## src/sv/assert_macros.svh

```systemverilog
// ---------------------------------------------------------------------------
// assert_macros.svh
// Concurrent assertion macros for the comment stripper RTL.
// ---------------------------------------------------------------------------
`ifndef ASSERT_MACROS_SVH
`define ASSERT_MACROS_SVH
`ifndef NO_ASSERTIONS
// Same-cycle implication, disabled during reset.
`define ASSERT_IMPL(label, clk, rst_n, ante, cons) \
    label: assert property (@(posedge clk) disable iff (!rst_n) (ante) |-> (cons)) \
        else $error("assertion failed");
// Next-cycle implication, disabled during reset.
`define ASSERT_NEXT(label, clk, rst_n, ante, cons) \
    label: assert property (@(posedge clk) disable iff (!rst_n) (ante) |=> (cons)) \
        else $error("assertion failed");
`else
`define ASSERT_IMPL(label, clk, rst_n, ante, cons)
`define ASSERT_NEXT(label, clk, rst_n, ante, cons)
`endif
`endif

```

## src/sv/ccs_pkg.sv

```systemverilog
// ---------------------------------------------------------------------------
// ccs_pkg
// Lexer modes, character codes and the per-byte step of the stripper.
// ---------------------------------------------------------------------------
package ccs_pkg;

    localparam logic [7:0] CH_SLASH  = 8'h2F;
    localparam logic [7:0] CH_STAR   = 8'h2A;
    localparam logic [7:0] CH_DQUOTE = 8'h22;
    localparam logic [7:0] CH_SQUOTE = 8'h27;
    localparam logic [7:0] CH_BSLASH = 8'h5C;
    localparam logic [7:0] CH_NL     = 8'h0A;

    typedef enum logic [3:0] {
        MODE_CODE      = 4'd0,
        MODE_SLASH     = 4'd1,
        MODE_LINE_CMT  = 4'd2,
        MODE_BLOCK_CMT = 4'd3,
        MODE_BLOCK_STAR = 4'd4,
        MODE_STRING    = 4'd5,
        MODE_CHAR_OPEN = 4'd6,
        MODE_STR_ESC   = 4'd7,
        MODE_CHAR_ESC  = 4'd8,
        MODE_CHAR_REST = 4'd9
    } lexer_mode_t;

    // Outcome of one byte through the mode machine: at most two bytes out.
    typedef struct packed {
        lexer_mode_t mode;
        logic [1:0]  count;
        logic [7:0]  b0;
        logic [7:0]  b1;
    } consume_t;

    // Results of one request, up to three bytes, slot 0 first.
    typedef struct packed {
        logic [1:0]      count;
        logic [2:0][7:0] bytes;
    } step_t;

    function automatic consume_t consume_byte(lexer_mode_t mode, logic [7:0] c);
        consume_t r;
        r.mode  = mode;
        r.count = 2'd0;
        r.b0    = c;
        r.b1    = 8'h00;
        case (mode)
            MODE_SLASH:
            begin
                if (c == CH_SLASH)
                begin
                    r.mode = MODE_LINE_CMT;
                end
                else if (c == CH_STAR)
                begin
                    r.mode = MODE_BLOCK_CMT;
                end
                else
                begin
                    // release the held slash ahead of this byte
                    r.b0    = CH_SLASH;
                    r.b1    = c;
                    r.count = 2'd2;
                    r.mode  = MODE_CODE;
                end
            end
            MODE_LINE_CMT:
            begin
                if (c == CH_NL)
                begin
                    r.count = 2'd1;
                    r.mode  = MODE_CODE;
                end
            end
            MODE_BLOCK_CMT:
            begin
                if (c == CH_STAR)
                begin
                    r.mode = MODE_BLOCK_STAR;
                end
            end
            MODE_BLOCK_STAR:
            begin
                if (c == CH_SLASH)
                begin
                    r.mode = MODE_CODE;
                end
                else if (c != CH_STAR)
                begin
                    r.mode = MODE_BLOCK_CMT;
                end
            end
            MODE_STRING:
            begin
                r.count = 2'd1;
                if (c == CH_DQUOTE)
                begin
                    r.mode = MODE_CODE;
                end
                else if (c == CH_BSLASH)
                begin
                    r.mode = MODE_STR_ESC;
                end
            end
            MODE_CHAR_OPEN:
            begin
                r.count = 2'd1;
                r.mode  = (c == CH_BSLASH) ? MODE_CHAR_ESC : MODE_CHAR_REST;
            end
            MODE_STR_ESC:
            begin
                r.count = 2'd1;
                r.mode  = MODE_STRING;
            end
            MODE_CHAR_ESC:
            begin
                r.count = 2'd1;
                r.mode  = MODE_CHAR_REST;
            end
            MODE_CHAR_REST:
            begin
                r.count = 2'd1;
                if (c == CH_SQUOTE)
                begin
                    r.mode = MODE_CODE;
                end
            end
            default:
            begin
                if (c == CH_SLASH)
                begin
                    r.mode = MODE_SLASH;
                end
                else
                begin
                    r.count = 2'd1;
                    if (c == CH_DQUOTE)
                    begin
                        r.mode = MODE_STRING;
                    end
                    else if (c == CH_SQUOTE)
                    begin
                        r.mode = MODE_CHAR_OPEN;
                    end
                    else
                    begin
                        r.mode = MODE_CODE;
                    end
                end
            end
        endcase
        return r;
    endfunction

endpackage

```

## src/sv/ccs_lexer.sv

```systemverilog
// ---------------------------------------------------------------------------
// ccs_lexer
// Input register, lexer mode register and the per-request step logic.
// ---------------------------------------------------------------------------
`include "assert_macros.svh"

module ccs_lexer (
    input  logic                 clk,
    input  logic                 rst_n,
    input  logic [7:0]           char_in,
    input  logic                 end_of_text,
    input  logic                 text_valid,
    output logic                 text_stall,
    input  logic                 advance,
    output logic                 held_valid,
    output ccs_pkg::step_t       step
);

    logic                 valid_reg;
    logic                 valid_next;
    logic [7:0]           char_reg;
    logic                 eot_reg;
    ccs_pkg::lexer_mode_t mode_reg;
    ccs_pkg::lexer_mode_t mode_next;
    ccs_pkg::consume_t    first;
    ccs_pkg::consume_t    flush;
    logic                 accept;

    assign text_stall = valid_reg && !advance;
    assign accept     = text_valid && !text_stall;
    assign held_valid = valid_reg;

    always_comb
    begin
        first = ccs_pkg::consume_byte(mode_reg, char_reg);
        flush = ccs_pkg::consume_byte(first.mode, ccs_pkg::CH_NL);
        // supply the missing final newline
        if (!(eot_reg && (char_reg != ccs_pkg::CH_NL)))
        begin
            flush.count = 2'd0;
        end
        step.count = first.count + flush.count;
        case (first.count)
            2'd1:    step.bytes = {flush.b0, flush.b0, first.b0};
            2'd2:    step.bytes = {flush.b0, first.b1, first.b0};
            default: step.bytes = {flush.b1, flush.b1, flush.b0};
        endcase
        // slot 2 only matters when three bytes come out
        if (first.count == 2'd1)
        begin
            step.bytes[1] = flush.b0;
            step.bytes[2] = flush.b1;
        end
        mode_next  = eot_reg ? ccs_pkg::MODE_CODE : first.mode;
        valid_next = accept ? 1'b1 : (advance ? 1'b0 : valid_reg);
    end

    always_ff @(posedge clk or negedge rst_n)
    begin
        if (!rst_n)
        begin
            valid_reg <= 1'b0;
            mode_reg  <= ccs_pkg::MODE_CODE;
        end
        else
        begin
            valid_reg <= valid_next;
            if (advance)
            begin
                mode_reg <= mode_next;
            end
        end
    end

    always_ff @(posedge clk)
    begin
        if (accept)
        begin
            char_reg <= char_in;
            eot_reg  <= end_of_text;
        end
    end

    `ASSERT_NEXT(a_held_request_stays, clk, rst_n, valid_reg && !advance,
                 valid_reg && $stable(char_reg) && $stable(eot_reg))
    `ASSERT_NEXT(a_eot_returns_to_code, clk, rst_n, advance && eot_reg,
                 mode_reg == ccs_pkg::MODE_CODE)
    `ASSERT_IMPL(a_advance_needs_item, clk, rst_n, advance, valid_reg)

endmodule

```

## src/sv/ccs_out_buf.sv

```systemverilog
// ---------------------------------------------------------------------------
// ccs_out_buf
// Result register holding up to three bytes, drained one byte per cycle while strip_stall is low.
// ---------------------------------------------------------------------------
`include "assert_macros.svh"

module ccs_out_buf (
    input  logic           clk,
    input  logic           rst_n,
    input  logic           load,
    input  ccs_pkg::step_t step,
    output logic           free,
    output logic [7:0]     char_out,
    output logic           last_of_run,
    output logic           strip_valid,
    input  logic           strip_stall
);

    logic            valid_reg;
    logic            valid_next;
    logic [1:0]      cnt_reg;
    logic [1:0]      idx_reg;
    logic [1:0]      idx_next;
    logic [2:0][7:0] bytes_reg;
    logic            taken;

    assign strip_valid = valid_reg;
    assign char_out    = bytes_reg[idx_reg];
    assign last_of_run = (idx_reg == (cnt_reg - 2'd1));
    assign taken       = valid_reg && !strip_stall;
    assign free        = !valid_reg || (taken && last_of_run);

    always_comb
    begin
        valid_next = valid_reg;
        idx_next   = idx_reg;
        if (taken)
        begin
            if (last_of_run)
            begin
                valid_next = 1'b0;
            end
            else
            begin
                idx_next = idx_reg + 2'd1;
            end
        end
        if (load)
        begin
            valid_next = 1'b1;
            idx_next   = 2'd0;
        end
    end

    always_ff @(posedge clk or negedge rst_n)
    begin
        if (!rst_n)
        begin
            valid_reg <= 1'b0;
            idx_reg   <= 2'd0;
            cnt_reg   <= 2'd1;
        end
        else
        begin
            valid_reg <= valid_next;
            idx_reg   <= idx_next;
            if (load)
            begin
                cnt_reg <= step.count;
            end
        end
    end

    always_ff @(posedge clk)
    begin
        if (load)
        begin
            bytes_reg <= step.bytes;
        end
    end

    `ASSERT_IMPL(a_load_when_free, clk, rst_n, load, free && (step.count != 2'd0))
    `ASSERT_IMPL(a_index_in_run, clk, rst_n, valid_reg,
                 (cnt_reg != 2'd0) && (idx_reg < cnt_reg))
    `ASSERT_NEXT(a_stalled_byte_holds, clk, rst_n, valid_reg && strip_stall,
                 valid_reg && $stable(char_out) && $stable(last_of_run))

endmodule

```

## src/sv/c_comment_stripper.sv

```systemverilog
// ---------------------------------------------------------------------------
// c_comment_stripper
// Removes C comments from a byte stream, one source byte per request.
// ---------------------------------------------------------------------------
// The first result byte of a request is offered from the result register, which
//   the input register loads; a request that yields no bytes offers nothing.
// Throughput: one request per cycle while strip_stall is low; the result register
//   drains one byte per cycle and holds a request's bytes until the last is taken.
// Reset: rst_n clears the lexer mode to plain code and empties both stages.
module c_comment_stripper (
    input  logic       clk,
    input  logic       rst_n,
    input  logic [7:0] char_in,
    input  logic       end_of_text,
    input  logic       text_valid,
    output logic       text_stall,
    output logic [7:0] char_out,
    output logic       last_of_run,
    output logic       strip_valid,
    input  logic       strip_stall
);

    ccs_pkg::step_t step;
    logic           held_valid;
    logic           free;
    logic           advance;
    logic           load;

    // a request with no output bytes never needs the result register
    assign advance = held_valid && ((step.count == 2'd0) || free);
    assign load    = advance && (step.count != 2'd0);

    ccs_lexer u_lexer (
        .clk         (clk),
        .rst_n       (rst_n),
        .char_in     (char_in),
        .end_of_text (end_of_text),
        .text_valid  (text_valid),
        .text_stall  (text_stall),
        .advance     (advance),
        .held_valid  (held_valid),
        .step        (step)
    );

    ccs_out_buf u_out_buf (
        .clk         (clk),
        .rst_n       (rst_n),
        .load        (load),
        .step        (step),
        .free        (free),
        .char_out    (char_out),
        .last_of_run (last_of_run),
        .strip_valid (strip_valid),
        .strip_stall (strip_stall)
    );

endmodule
```

## config.mk

```make
export PLATFORM = sky130hd
export DESIGN_NAME = c_comment_stripper
export DESIGN_NICKNAME = d
export VERILOG_FILES = /design/src/sv/ccs_pkg.sv /design/src/sv/ccs_lexer.sv /design/src/sv/ccs_out_buf.sv /design/src/sv/c_comment_stripper.sv
export VERILOG_INCLUDE_DIRS = /design/src /design/src/sv
export SDC_FILE = /design/constraint.sdc
export NUM_CORES = 1
export LEC_CHECK = 0
export ABC_CLOCK_PERIOD_IN_PS = 5100
export BUFFER_PORTS_ARGS = -buffer_cell sky130_fd_sc_hd__buf_2
export CORE_UTILIZATION = 58
export DETAILED_ROUTE_END_ITERATION = 7
export HOLD_SLACK_MARGIN = 0.02
export PLACE_DENSITY = 0.76
export SLEW_MARGIN = 0
export SYNTH_ARGS = -nofsm -noshare
export SYNTH_HDL_FRONTEND = slang
export SYNTH_SLANG_ARGS = --single-unit
```

## constraint.sdc

```tcl
create_clock -name clk -period 5.1 [get_ports clk]
set_clock_uncertainty 0.15 [all_clocks]
set_input_delay 0.51 -clock clk [delete_from_list [all_inputs] [get_ports clk]]
set_output_delay 0.51 -clock clk [all_outputs]
set_load 0.005 [all_outputs]
```

# Yosys cells after proc, flatten, opt, wreduce, memory -nomap -nowiden
# Index checks and enable logic that the tools add are counted.
# op_classes
add_sub_neg	3
mux	35
eq_ne	24
magnitude_cmp	1
reduce_logical	23
# ops
operator	n
24-bit case mux with 2 select lines	1
18-bit two-way mux	2
4-bit two-way mux	9
4-bit case mux with 9 select lines	1
8-bit by 6-bit == test with 1-bit output, second input constant	4
16-bit two-way mux	2
4-bit by 3-bit == test with 1-bit output, second input constant	5
8-bit binary-select mux with 2-bit select	1
14-bit two-way mux	1
4-bit by 2-bit == test with 1-bit output, second input constant	3
2-bit two-way mux	5
4-bit by 1-bit == test with 1-bit output, second input constant	2
4-bit == test, second input constant	2
8-bit by 4-bit == test with 1-bit output, second input constant	1
8-bit by 7-bit == test with 1-bit output, second input constant	1
8-bit two-way mux	1
8-bit by 4-bit inequality test with 1-bit output, second input constant	1
8-bit by 6-bit inequality test with 1-bit output, second input constant	1
2-bit case mux with 4 select lines	1
2-bit nonzero test	4
1-bit logical AND	7
1-bit two-way mux	7
3-bit two-way mux	2
6-bit two-way mux	1
other kinds (15)	21
# totals
regBits	43
out_inout_bits	11
elab_cells	96

# Longest topological paths before layout
# logic_depth
ltp_word	18
ltp_mapped	11
mapped_depth_nobuf	10

# Cells and area by module
# Synthesis repeated with hierarchy kept, for this count alone.
# unflattened
cells_unflattened	233
hier_area_um2	2488.6
# modules_own_cells
mod	area_each_um2	instances	cells_per_inst
ccs_lexer	1308.8	1	152
ccs_out_buf	1158.6	1	77
c_comment_stripper	21.3	1	4

# Least setup slack after synthesis
# No wires, ideal clock.
# synth_timing
path_kind	reg2reg
start	register u_lexer.mode_reg[2]
end	register u_out_buf.bytes_reg[0] (netlist name), enable pin
setup_time_ns	0.395
path_buffers	1
t_arrival_ns	3.619
path_stages_with_launch	11
slack_ns	0.937
path_cell_list	dfrtp_1 clkbuf_1 or4b_2 o31ai_1 o311ai_0 a41oi_1 o21ai_0 ha_1 and4b_1 nand4b_1 nor2b_1
# synth_rtl
element	line	text
start: declaration	ccs_lexer.sv:23	ccs_pkg::lexer_mode_t mode_reg;
start signal: assignment	ccs_lexer.sv:63	mode_reg <= ccs_pkg::MODE_CODE;
start signal: assignment	ccs_lexer.sv:70	mode_reg <= mode_next;
end signal: assignment	ccs_out_buf.sv:78	bytes_reg <= step.bytes;
end: declaration	ccs_out_buf.sv:24	logic [2:0][7:0] bytes_reg;

==> summary.txt <==
Status
  – Status: finished, final reports clean

Finish
  – Syn-to-layout area delta: 9.654%
  – Ant diodes: 0
  – Filler cells: 282
  – Final net count: 254
  – Layout cell share with drive strength beyond 1: 18.41%
  – Max reg flops: 18

Synth
  – Post-synthesis simple-gate area fraction: 22.54%
  – Synth Area in Adders: 1.674%
  – Primary FF master, synth: edfxtp_1
  – Distinct cells, synth: 58
  – Post-synth ARST share: 27.03%
  – Synth Instances: 220
  – Ranking of synthesized cells by area: edfxtp_1, dfrtp_1, mux2i_1, nand2_1, o21ai_0
  – Post-synthesis sequential area ratio: 47.38%
  – Main combinational cell family by area after synthesis: simple AND/OR/NAND/NOR gates
  – Mean Syn Cell Area: 10.19 µm²
  – Warnings from Yosys: 0
  – Synth Area in XOR/XNOR: 1.172%
  – Area leader, netlist: edfxtp_1
  – Top cell type's share of synthesized area: 36.16%
  – Post-synth EDFFs: 27
  – Synth Area in Compound Gates: 19.08%
  – #FFs+latches synth: 37
  – Post-synth net total: 236
  – Synth Cell Area: 0.002242 mm²
  – Post-synthesis mux area share: 4.688%
  – Count leader, synth: edfxtp_1
  – Most instantiated cells after synthesis: edfxtp_1, nand2_1, nor2_1

Pwr
  – Leakage power: 0.9541 nW
  – Peak VDD IR: 0.3308 mV
  – PD cells: 775.8 mW/mm²

STA
  – Hold WS: 244.0 ps
  – RSZ-0062 raised after global routing: false
  – Setup TNS: 0 ps
  – Actual slew at the worst max-slew pin: 1052 ps
  – Slew margin rel.: 29.13%
  – Final hold viol count: 0
  – Period Utilization, post-route: 86.05%
  – Max Freq: 0.2279 GHz
  – Setup-failing EPs final: 0
  – Crit path time final: 4388 ps
  – Pins Over Slew Limit: 0

Critical path
  – Critical Path Source: u_lexer.char_reg[4]$_DFFE_PP_
  – CP Buf/Inv Count: 1
  – Worst R2R Start: u_lexer.char_reg[4]$_DFFE_PP_
  – CP Capture Type: primary output
  – Critical path cell sequence: or4b_1 -> o311ai_0 -> nand2_1 -> nand3_1 -> o21ai_0 -> ha_1 -> and4b_1 -> nand4b_1 -> nor2_1 -> buf_2
  – Worst setup SP type: register
  – Delay-heaviest family, CP: simple AND/OR/NAND/NOR gates
  – Worst EP arrival: 3730 ps
  – Crit path kind: register to primary output
  – CP max FO: 8
  – Critical R2R Capture: u_lexer.char_reg[1]$_DFFE_PP_
  – FF-to-FF setup slack: 1000 ps
  – CP endpoint: text_stall
  – R2R depth: 8
  – Worst stage delay on the critical path: 710 ps
  – Worst Path Required: 4440 ps
  – CP max-delay cell: or4b_1
  – Crit path depth: 10

Placement
  – Detailed placement HPWL: 3235 µm
  – IO buf count: 23
  – Final GP Congestion: 0.9744

Die
  – Core Area: 0.003689 mm²
  – Top-Level Pins: 24
  – Die area: 0.004118 mm²
  – Die Span Y: 64.18 µm
  – Die Wd: 64.18 µm
  – Initial Utilization: 60.79%
  – Row count: 22

CTS
  – Clock transition at path regs: 70 ps
  – CTS root buf: clkbuf_8
  – Max clock buf depth: 2
  – Latest clock arrival within the worst-skew pair: 290 ps
  – CTS tree: yes
  – H-tree Lvls: 2
  – Total CTS buffers: 5
  – TritonCTS Sinks: 37

Global route
  – Tot GR Track Use: 24.46%
  – Initial antenna violation count: 0
  – First-pass GRT wire length: 7783 µm
  – Via count of the first global-routing pass: 1723
  – Largest net degree at the start of global routing: 19
  – GR Overflow Total: 0

Drt
  – ANT nets after route: 0
  – DR iter-0 viols: 133
  – Routed vias: 1840
  – DRT Pass-1 Iters: 5
  – Via density: 6.411
  – Wire length per cell: 15.57 µm
  – Number of remaining DRC errors: 0
  – Final WL: 4468 µm

Min path
  – Hold Crit Class: primary input to register

Flow run
  – Max capacitance violation total: 0
power by group:
group	internal [mW]	switching, mW	total [mW]	leakage, nW
Combinational	0.475	0.576	1.05	0.535
Sequential	0.519	0.148	0.667	0.374
Clock	0.0945	0.0958	0.190	0.0450
metrics by stage:
step | std cells | utilization [%] | area, µm² | setup WS, ps | power, mW
4_1_cts | 287 | 66.66 | 2459 | 762.4 | 1.899
3_3_place_gp | 278 | 64.15 | 2366 | 1241 | 1.655
3_5_place_dp | 278 | 64.15 | 2366 | 1068 | 1.706
2_1_floorplan | 220 | - | 2242 | 936.7 | 1.457
5_1_grt | 287 | 66.66 | 2459 | 445.6 | 2.074
6_report | 287 | 66.66 | 2459 | 711.6 | 1.907
logic make-up after synthesis:
kind of cell / Yosys count
XOR/XNOR: 3
multiplexers: 10
buffers and inverters: 18
adder cells (fa/ha/maj): 3
AND/OR/NAND/NOR: 92
AO/OA/AOI/OAI: 57
flip-flops: 37
metal layers:
layer,track usage (%),routed length [µm],vias to the layer above
met5,0,0,-
met4,10.83,106,0
met3,6.250,248,11
met2,38.83,2171,73
met1,31.51,1941,875
li1,-,-,881
how the worst min path moves through the flow:
stage | from | to | slack (ps) | cells past startpoint
after floorplan | rst_n | u_lexer.held_valid$_DFFE_PN0P_ | 60 | 0
after global placement | rst_n | u_out_buf.idx_reg[0]$_DFFE_PN0P_ | 220 | 1
after detailed placement | rst_n | u_out_buf.idx_reg[0]$_DFFE_PN0P_ | 230 | 1
after CTS | end_of_text | u_lexer.eot_reg$_DFFE_PP_ | 240 | 1
after global routing | end_of_text | u_lexer.eot_reg$_DFFE_PP_ | 240 | 1
final | end_of_text | u_lexer.eot_reg$_DFFE_PP_ | 240 | 1
cell type report:
cell class	instances	area, µm²	area share [%]
clock buffer	6	72.57	2.952
clock inverter	2	10.01	0.4071
inverter	3	11.26	0.4580
multi-input combinational	165	1102	44.83
sequential	37	1062	43.21
tap	48	60.06	2.443
timing repair buffer	26	140.1	5.700
cell usage in the layout, fill, tap and decap left out, types with 4 or more instances in the layout:
cell type / synthesis / routed
edfxtp_1: 27 / 27
nand2_1: 23 / 23
buf_2: 2 / 23
nor2_1: 19 / 19
o21ai_0: 16 / 16
mux2i_1: 9 / 9
dfrtp_1: 9 / 9
nor2b_1: 8 / 8
a32o_1: 6 / 6
nand3_1: 5 / 5
and2_1: 5 / 5
nor3_1: 5 / 5
clkbuf_8: 0 / 5
a21oi_1: 4 / 4
what timing repair did:
action	in CTS	in global routing
hold buffers	1	0
setup buffers	0	0
setup endpoints to repair	0	0
gates resized for setup	0	0
endpoints found under the hold margin	9	0
Note: power is estimated with default switching activity, not from simulation.
